## src/rtl/svl_pkg.sv

```systemverilog
// Shared types and constants for the sorted value list.
`timescale 1ns / 1ps

package svl_pkg;

    localparam int VALUE_W     = 32;
    localparam int COUNT_W     = 7;
    localparam int MODE_W      = 2;
    localparam int STATUS_W    = 2;
    localparam int IN_DATA_W   = 32;
    localparam int OUT_DATA_W  = 104;
    localparam int QUEUE_DEPTH = 2;

    typedef enum logic [MODE_W-1:0] {
        OP_INSERT    = 2'd0,
        OP_DELETE    = 2'd1,
        OP_READ_ASC  = 2'd2,
        OP_READ_DESC = 2'd3
    } op_t;

    typedef enum logic [STATUS_W-1:0] {
        ST_OK        = 2'd0,
        ST_FULL      = 2'd1,
        ST_NOT_FOUND = 2'd2,
        ST_EMPTY     = 2'd3
    } status_t;

    typedef struct packed {
        op_t                       op;
        logic signed [VALUE_W-1:0] value;
    } cmd_t;

endpackage

```

## src/rtl/svl_front.sv

```systemverilog
// Input stage: accepts request words, decodes the mode and hands commands to the queue.
`timescale 1ns / 1ps

module svl_front
    import svl_pkg::*;
(
    input  logic                 clk,
    input  logic                 rst_n,
    input  logic                 s_tvalid,
    output logic                 s_tready,
    input  logic [MODE_W-1:0]    s_tuser,
    input  logic [IN_DATA_W-1:0] s_tdata,
    output logic                 cmd_valid,
    input  logic                 cmd_ready,
    output cmd_t                 cmd
);

    logic hold_valid_reg;
    logic hold_valid_next;
    cmd_t hold_reg;
    cmd_t decoded;

    always_comb
    begin
        decoded.op    = op_t'(s_tuser);
        decoded.value = $signed(s_tdata[VALUE_W-1:0]);
    end

    assign s_tready  = !hold_valid_reg || cmd_ready;
    assign cmd_valid = hold_valid_reg;
    assign cmd       = hold_reg;

    always_comb
    begin
        hold_valid_next = hold_valid_reg;
        if (s_tvalid && s_tready)
        begin
            hold_valid_next = 1'b1;
        end
        else if (cmd_ready)
        begin
            hold_valid_next = 1'b0;
        end
    end

    always_ff @(posedge clk or negedge rst_n)
    begin
        if (!rst_n)
        begin
            hold_valid_reg <= 1'b0;
        end
        else
        begin
            hold_valid_reg <= hold_valid_next;
        end
    end

    always_ff @(posedge clk)
    begin
        if (s_tvalid && s_tready)
        begin
            hold_reg <= decoded;
        end
    end

endmodule

```

## src/rtl/svl_queue.sv

```systemverilog
// Short command queue between the front and back ends.
`timescale 1ns / 1ps

module svl_queue
    import svl_pkg::*;
(
    input  logic clk,
    input  logic rst_n,
    input  logic push_valid,
    output logic push_ready,
    input  cmd_t push_cmd,
    output logic pop_valid,
    input  logic pop,
    output cmd_t pop_cmd
);

    localparam int PTR_W  = $clog2(QUEUE_DEPTH);
    localparam int FILL_W = $clog2(QUEUE_DEPTH + 1);

    cmd_t              slot_reg [QUEUE_DEPTH];
    logic [PTR_W-1:0]  wr_ptr_reg;
    logic [PTR_W-1:0]  wr_ptr_next;
    logic [PTR_W-1:0]  rd_ptr_reg;
    logic [PTR_W-1:0]  rd_ptr_next;
    logic [FILL_W-1:0] fill_reg;
    logic [FILL_W-1:0] fill_next;
    logic              do_push;
    logic              do_pop;

    assign push_ready = (fill_reg != FILL_W'(QUEUE_DEPTH));
    assign pop_valid  = (fill_reg != '0);
    assign pop_cmd    = slot_reg[rd_ptr_reg];
    assign do_push    = push_valid && push_ready;
    assign do_pop     = pop && pop_valid;

    always_comb
    begin
        wr_ptr_next = wr_ptr_reg;
        rd_ptr_next = rd_ptr_reg;
        fill_next   = fill_reg;
        if (do_push)
        begin
            wr_ptr_next = (wr_ptr_reg == PTR_W'(QUEUE_DEPTH - 1)) ? '0
                                                                   : wr_ptr_reg + PTR_W'(1);
        end
        if (do_pop)
        begin
            rd_ptr_next = (rd_ptr_reg == PTR_W'(QUEUE_DEPTH - 1)) ? '0
                                                                   : rd_ptr_reg + PTR_W'(1);
        end
        if (do_push && !do_pop)
        begin
            fill_next = fill_reg + FILL_W'(1);
        end
        else if (do_pop && !do_push)
        begin
            fill_next = fill_reg - FILL_W'(1);
        end
    end

    always_ff @(posedge clk or negedge rst_n)
    begin
        if (!rst_n)
        begin
            wr_ptr_reg <= '0;
            rd_ptr_reg <= '0;
            fill_reg   <= '0;
        end
        else
        begin
            wr_ptr_reg <= wr_ptr_next;
            rd_ptr_reg <= rd_ptr_next;
            fill_reg   <= fill_next;
        end
    end

    always_ff @(posedge clk)
    begin
        if (do_push)
        begin
            slot_reg[wr_ptr_reg] <= push_cmd;
        end
    end

endmodule

```

## src/rtl/svl_back.sv

```systemverilog
// Execution stage: sorted shift array, command sequencer and output register.
`timescale 1ns / 1ps

module svl_back
    import svl_pkg::*;
#(
    parameter int CAPACITY = 16
)
(
    input  logic                  clk,
    input  logic                  rst_n,
    input  logic                  cmd_valid,
    output logic                  cmd_pop,
    input  cmd_t                  cmd,
    output logic                  m_tvalid,
    input  logic                  m_tready,
    output logic [STATUS_W-1:0]   m_tuser,
    output logic [OUT_DATA_W-1:0] m_tdata,
    output logic                  m_tlast
);

    localparam int CNT_W = $clog2(CAPACITY + 1);
    localparam int IDX_W = $clog2(CAPACITY);

    typedef enum logic {
        S_IDLE,
        S_EMIT
    } state_t;

    state_t                    state_reg;
    op_t                       op_reg;
    status_t                   status_reg;
    logic [CNT_W-1:0]          count_reg;
    logic [IDX_W-1:0]          idx_reg;
    logic                      out_valid_reg;
    logic                      out_last_reg;
    status_t                   out_status_reg;
    logic [OUT_DATA_W-1:0]     out_data_reg;

    logic signed [VALUE_W-1:0] store_reg [CAPACITY];
    logic signed [VALUE_W-1:0] store_next [CAPACITY];
    logic                      store_we;

    logic [CAPACITY-1:0]       le;
    logic [CAPACITY-1:0]       lt;
    logic [CAPACITY-1:0]       eq;
    logic [CAPACITY-1:0]       le_prev;
    logic signed [VALUE_W-1:0] shift_up [CAPACITY];
    logic signed [VALUE_W-1:0] shift_dn [CAPACITY];
    logic signed [VALUE_W-1:0] ins_next [CAPACITY];
    logic signed [VALUE_W-1:0] del_next [CAPACITY];
    logic                      full;
    logic                      found;

    logic [CNT_W-1:0]          count_m1;
    logic [IDX_W-1:0]          sel;
    logic                      is_read;
    logic                      at_last;
    logic                      out_free;
    logic                      out_load;
    logic                      is_empty;
    logic signed [VALUE_W-1:0] item;
    logic signed [VALUE_W-1:0] min_v;
    logic signed [VALUE_W-1:0] max_v;

    // Compare every cell against the request value in parallel
    always_comb
    begin
        for (int i = 0; i < CAPACITY; i++)
        begin
            le[i] = (CNT_W'(i) < count_reg) && (store_reg[i] <= cmd.value);
            lt[i] = (CNT_W'(i) < count_reg) && (store_reg[i] < cmd.value);
            eq[i] = (CNT_W'(i) < count_reg) && (store_reg[i] == cmd.value);
        end
        le_prev     = {le[CAPACITY-2:0], 1'b1};
        shift_up[0] = cmd.value;
        for (int i = 1; i < CAPACITY; i++)
        begin
            shift_up[i] = store_reg[i-1];
        end
        for (int i = 0; i < CAPACITY - 1; i++)
        begin
            shift_dn[i] = store_reg[i+1];
        end
        shift_dn[CAPACITY-1] = store_reg[CAPACITY-1];
        for (int i = 0; i < CAPACITY; i++)
        begin
            if (le[i])
            begin
                ins_next[i] = store_reg[i];
            end
            else if (le_prev[i])
            begin
                ins_next[i] = cmd.value;
            end
            else
            begin
                ins_next[i] = shift_up[i];
            end
            del_next[i] = lt[i] ? store_reg[i] : shift_dn[i];
        end
    end

    assign full     = (count_reg == CNT_W'(CAPACITY));
    assign found    = |eq;
    assign count_m1 = count_reg - CNT_W'(1);
    assign is_empty = (count_reg == '0);
    assign is_read  = ((op_reg == OP_READ_ASC) || (op_reg == OP_READ_DESC))
                      && (status_reg == ST_OK);
    assign sel      = (op_reg == OP_READ_ASC) ? idx_reg : count_m1[IDX_W-1:0] - idx_reg;
    assign at_last  = (idx_reg == count_m1[IDX_W-1:0]);
    assign item     = is_read ? store_reg[sel] : '0;
    assign min_v    = is_empty ? '0 : store_reg[0];
    assign max_v    = is_empty ? '0 : store_reg[count_m1[IDX_W-1:0]];
    assign out_free = !out_valid_reg || m_tready;
    assign out_load = (state_reg == S_EMIT) && out_free;
    assign cmd_pop  = (state_reg == S_IDLE) && cmd_valid;

    always_comb
    begin
        store_we   = 1'b0;
        store_next = ins_next;
        if (cmd_pop)
        begin
            case (cmd.op)
                OP_INSERT:
                begin
                    store_we = !full;
                end
                OP_DELETE:
                begin
                    store_we   = found;
                    store_next = del_next;
                end
                default:
                begin
                    store_we = 1'b0;
                end
            endcase
        end
    end

    always_ff @(posedge clk or negedge rst_n)
    begin
        if (!rst_n)
        begin
            state_reg      <= S_IDLE;
            op_reg         <= OP_INSERT;
            status_reg     <= ST_OK;
            count_reg      <= '0;
            idx_reg        <= '0;
            out_valid_reg  <= 1'b0;
            out_last_reg   <= 1'b0;
            out_status_reg <= ST_OK;
            out_data_reg   <= '0;
        end
        else
        begin
            if (out_load)
            begin
                out_valid_reg <= 1'b1;
            end
            else if (out_valid_reg && m_tready)
            begin
                out_valid_reg <= 1'b0;
            end
            case (state_reg)
                S_IDLE:
                begin
                    if (cmd_valid)
                    begin
                        op_reg    <= cmd.op;
                        idx_reg   <= '0;
                        state_reg <= S_EMIT;
                        case (cmd.op)
                            OP_INSERT:
                            begin
                                if (full)
                                begin
                                    status_reg <= ST_FULL;
                                end
                                else
                                begin
                                    status_reg <= ST_OK;
                                    count_reg  <= count_reg + CNT_W'(1);
                                end
                            end
                            OP_DELETE:
                            begin
                                if (found)
                                begin
                                    status_reg <= ST_OK;
                                    count_reg  <= count_m1;
                                end
                                else
                                begin
                                    status_reg <= ST_NOT_FOUND;
                                end
                            end
                            default:
                            begin
                                status_reg <= is_empty ? ST_EMPTY : ST_OK;
                            end
                        endcase
                    end
                end
                S_EMIT:
                begin
                    if (out_free)
                    begin
                        out_status_reg <= status_reg;
                        out_last_reg   <= !is_read || at_last;
                        out_data_reg   <= {is_empty, max_v, min_v,
                                           COUNT_W'(count_reg), item};
                        if (!is_read || at_last)
                        begin
                            state_reg <= S_IDLE;
                        end
                        else
                        begin
                            idx_reg <= idx_reg + IDX_W'(1);
                        end
                    end
                end
                default:
                begin
                    state_reg <= S_IDLE;
                end
            endcase
        end
    end

    always_ff @(posedge clk)
    begin
        if (store_we)
        begin
            store_reg <= store_next;
        end
    end

    assign m_tvalid = out_valid_reg;
    assign m_tuser  = out_status_reg;
    assign m_tdata  = out_data_reg;
    assign m_tlast  = out_last_reg;

endmodule

```

## src/rtl/sorted_value_list.sv

```systemverilog
// Top level of the sorted value list: front end, command queue and back end.
`timescale 1ns / 1ps

// Keeps up to CAPACITY signed 32-bit values in ascending order in a shift array of
// registers. Requests enter on the slave stream (tuser = mode, tdata = value), are held
// in a two-entry command queue and run one at a time. An insert or delete compares all
// cells and shifts the array when the request is picked up, then loads the output
// register in the emit state. A read-out sets up when picked up and then sends one word
// per cycle while the master side keeps taking them; an empty read-out sends one word flagged empty. The output
// register lets the next request be picked up while a result waits on the master side.

module sorted_value_list
    import svl_pkg::*;
#(
    parameter int CAPACITY = 16
)
(
    input  logic                  clk,
    input  logic                  rst_n,
    input  logic                  s_axis_tvalid,
    output logic                  s_axis_tready,
    input  logic [MODE_W-1:0]     s_axis_tuser,   // mode
    input  logic [IN_DATA_W-1:0]  s_axis_tdata,   // value
    output logic                  m_axis_tvalid,
    input  logic                  m_axis_tready,
    output logic [STATUS_W-1:0]   m_axis_tuser,   // status
    // item_value, count, min_value, max_value, is_empty
    output logic [OUT_DATA_W-1:0] m_axis_tdata,
    output logic                  m_axis_tlast
);

    logic front_valid;
    logic front_ready;
    cmd_t front_cmd;
    logic queue_valid;
    logic queue_pop;
    cmd_t queue_cmd;

    svl_front u_front
    (
        .clk       (clk),
        .rst_n     (rst_n),
        .s_tvalid  (s_axis_tvalid),
        .s_tready  (s_axis_tready),
        .s_tuser   (s_axis_tuser),
        .s_tdata   (s_axis_tdata),
        .cmd_valid (front_valid),
        .cmd_ready (front_ready),
        .cmd       (front_cmd)
    );

    svl_queue u_queue
    (
        .clk        (clk),
        .rst_n      (rst_n),
        .push_valid (front_valid),
        .push_ready (front_ready),
        .push_cmd   (front_cmd),
        .pop_valid  (queue_valid),
        .pop        (queue_pop),
        .pop_cmd    (queue_cmd)
    );

    svl_back #(
        .CAPACITY (CAPACITY)
    ) u_back
    (
        .clk       (clk),
        .rst_n     (rst_n),
        .cmd_valid (queue_valid),
        .cmd_pop   (queue_pop),
        .cmd       (queue_cmd),
        .m_tvalid  (m_axis_tvalid),
        .m_tready  (m_axis_tready),
        .m_tuser   (m_axis_tuser),
        .m_tdata   (m_axis_tdata),
        .m_tlast   (m_axis_tlast)
    );

    a_count_bound: assert property (@(posedge clk) disable iff (!rst_n)
        m_axis_tvalid |-> (m_axis_tdata[38:32] <= COUNT_W'(CAPACITY)))
        else $error("count above capacity");

    a_empty_flag: assert property (@(posedge clk) disable iff (!rst_n)
        m_axis_tvalid |-> (m_axis_tdata[103] == (m_axis_tdata[38:32] == '0)))
        else $error("empty flag disagrees with count");

    a_empty_bounds: assert property (@(posedge clk) disable iff (!rst_n)
        (m_axis_tvalid && m_axis_tdata[103]) |->
            (m_axis_tdata[70:39] == '0 && m_axis_tdata[102:71] == '0))
        else $error("bounds not zero on empty store");

    a_min_max: assert property (@(posedge clk) disable iff (!rst_n)
        (m_axis_tvalid && !m_axis_tdata[103]) |->
            ($signed(m_axis_tdata[70:39]) <= $signed(m_axis_tdata[102:71])))
        else $error("minimum above maximum");

    a_single_word: assert property (@(posedge clk) disable iff (!rst_n)
        (m_axis_tvalid && (m_axis_tuser == ST_EMPTY || m_axis_tuser == ST_FULL
                           || m_axis_tuser == ST_NOT_FOUND)) |-> m_axis_tlast)
        else $error("flagged result not last");

endmodule

```

## config.mk

```make
export PLATFORM = sky130hd
export DESIGN_NAME = sorted_value_list
export DESIGN_NICKNAME = d
export VERILOG_FILES = /design/src/rtl/svl_pkg.sv /design/src/rtl/svl_front.sv /design/src/rtl/svl_queue.sv /design/src/rtl/svl_back.sv /design/src/rtl/sorted_value_list.sv
export SDC_FILE = /design/constraint.sdc
export NUM_CORES = 2
export LEC_CHECK = 0
export BUFFER_PORTS_ARGS = -buffer_cell sky130_fd_sc_hd__clkbuf_2
export CAP_MARGIN = 40
export CORE_AREA = 3 3 443 445
export DETAILED_ROUTE_END_ITERATION = 12
export DIE_AREA = 0 0 446 448
export PLACE_DENSITY_LB_ADDON = 0.2
export SYNTH_ARGS = -nofsm -noshare
export SYNTH_HDL_FRONTEND = slang
export SYNTH_SLANG_ARGS = --single-unit
export TNS_END_PERCENT = 30
```

## constraint.sdc

```tcl
create_clock -name clk -period 10.1 [get_ports clk]
set_clock_uncertainty 0.15 [all_clocks]
set_input_delay 1.01 -clock clk [delete_from_list [all_inputs] [get_ports clk]]
set_output_delay 1.01 -clock clk [all_outputs]
set_load 0.02 [all_outputs]
```

==> flow_summary.ini <==
[placement]
port_buffers = 144
gp_congestion = 0.909
dp_hpwl_mm = 172

[setup_path]
end_kind = flop
path_max_fanout = 18
worstPathRequired_ps = 10350
critical_path_class = reg -> reg
r2r_start = u_queue.rd_ptr_reg$_DFFE_PN0P_
crit_arrival_ps = 7000
r2r_setup_slack_ps = 3350
reg2reg_depth = 14
r2r-end = u_back.shift_dn[73]$_DFFE_PP_
cp-start-kind = flop

[sta]
tightest_slew_ps = 945
max_freq_mhz = 148
post-route-period-util_pct = 66.9
period_minus_slack_ps = 6750
hold_viol = 0
relSlewSlack_pct = 37.0
tns_ps = 0
rsz0062_at_grt = false
drv_slew = 0
setup_violations = 0

[route]
drt-initial-drc-count = 6256
wirelength_mm = 245
drtPass1Iterations = 8
drc = 0
vias = 50100
avgRoutedWirePerCell_um = 30.3
ant_nets = 0
viasPerCell = 6.19

[clocking]
cts_tree = built
clock_sinks = 739
clk_latency_ps = 730
cts.reportedPaths.clkPinSlew_ps = 60
cts-hold-fix-buffers = 0
root_buffer = clkbuf_16
cts_resized = 0
cts_setup_buffers = 0
cts.path.max_buffers = 3
cts_htree_levels = 3
cts_inserted_buffers = 91

[layout]
drive_gt1_share_pct = 15.1
final_common_cell = nand2_1
mostFrequentLayoutCells = 624 x nand2_1, 614 x edfxtp_1, 520 x ha_1, 431 x a21oi_1, 328 x mux2i_1
final_nets = 6045
synthToLayoutAreaGrowth_pct = 12.7
largest_reg_flops = 448

[global_routing]
grt_use_total_pct = 23.8
antenna_found_initial = 10
grt_pass1_vias = 48300
gr-total-overflow = 0
grt_first_pass_wirelength_mm = 353
grt_max_degree = 148

[yosys]
avgSynthCellArea_um2 = 10.4
synth_edf_count = 614
ys_seq_area_share_pct = 37.4
synth_seq_cells = 739
syn-instance-count = 5535
synthArstFlopShare_pct = 16.9
synth_area_mm2 = 0.0577
ys.flop_type = edfxtp_1
yosysWarnings = 0
synth.distinct_cells = 86

[die]
boundaryPins = 147
std_cell_rows = 161
start_util_pct = 29.9
die-area_mm2 = 0.200
dieWidth_um = 446
coreArea_mm2 = 0.193
die_y_um = 448

[run_status]
status = complete, no violations

[min_path]
hold_class = in -> async

[job]
drv_cap = 0
[worst max path at each step]
stage,start,end,slack (ps),depth (start not counted)
final,u_queue.rd_ptr_reg$_DFFE_PN0P_,u_back.shift_dn[73]$_DFFE_PP_,3350,14
after global routing,u_queue.rd_ptr_reg$_DFFE_PN0P_,u_back.shift_dn[73]$_DFFE_PP_,3080,14
after CTS,u_queue.rd_ptr_reg$_DFFE_PN0P_,u_back.shift_dn[73]$_DFFE_PP_,3340,14
after detailed placement,u_queue.rd_ptr_reg$_DFFE_PN0P_,u_back.shift_dn[72]$_DFFE_PP_,3350,14
after global placement,u_queue.rd_ptr_reg$_DFFE_PN0P_,u_back.shift_dn[484]$_DFFE_PP_,2650,13
after floorplan,u_queue.rd_ptr_reg$_DFFE_PN0P_,u_back.shift_dn[480]$_DFFE_PP_,4200,15
[metal layers]
metal	up-vias	routed length, um	track usage (%)	share of wire (%)
li1	21600	-	-	-
met1	25400	105000	33.3	43
met2	2622	111000	37.4	45
met3	360	18700	3.27	7.6
met4	4	9660	8.92	3.9
met5	-	31	0	0.013
[cell families (layout without fill, tap and decap cells)]
kind of cell	count (synthesis)	in the layout	synth area share (%)
XOR/XNOR	18	18	0.273
other	1	3	0.00650
AO/OA/AOI/OAI	1495	1495	16.7
adder cells (fa/ha/maj)	522	522	11.3
flip-flops	739	739	37.4
multiplexers	652	652	17.6
buffers and inverters	516	543	3.65
AND/OR/NAND/NOR	1592	1592	13.0
[metrics by stage]
stage	instance area (um^2)	instances	setup slack (ps)	hold slack [ps]	util, %
2_1_floorplan	57700	5536	4200	271	-
3_3_place_gp	61100	7876	2650	275	31.7
3_5_place_dp	61900	7918	3350	281	32.2
4_1_cts	65000	8089	3340	22.4	33.8
5_1_grt	65000	8089	3080	62.5	33.8
6_report	65000	8090	3350	42.9	33.8
[synth_stat cells (115+ instances only)]
master | count | share of area (%)
a21oi_1 | 439 | 3.8
o21ai_0 | 290 | 2.5
nand4_1 | 115 | 1.2
mux2i_1 | 328 | 5.7
dfrtp_1 | 125 | 5.4
ha_1 | 521 | 11
nor2_1 | 278 | 1.8
mux4_2 | 288 | 11
nand2_1 | 630 | 4.1
edfxtp_1 | 614 | 32
clkbuf_1 | 274 | 1.8
o211ai_1 | 207 | 2.7
nand3_1 | 308 | 2.7
[layout make-up]
class | count | area, um^2
Timing Repair Buffer | 296 | 2500
Tap cell | 2526 | 3160
Fill cell | 19400 | 128000
Sequential cell | 739 | 21600
Multi-Input combinational cell | 4281 | 34400
Antenna cell | 1 | 2.50
Inverter | 76 | 285
Clock inverter | 43 | 374
Clock buffer | 128 | 2680
[critical path: stages, from the launching register on]
cell and delay, ps:
dfrtp_1 860, mux2_2 600, inv_1 390, buf_4 330
ha_1 320, nand4_1 220, or4_1 690, or4_1 810
o2111ai_1 200, nor4_2 140, nor2_1 200, o21ai_4 110
buf_12 220, a31oi_4 680, buf_4 430
Power is left out: the tool's default activity adds up to more than one toggle a clock period on the data nets, which glitch-free logic cannot reach.
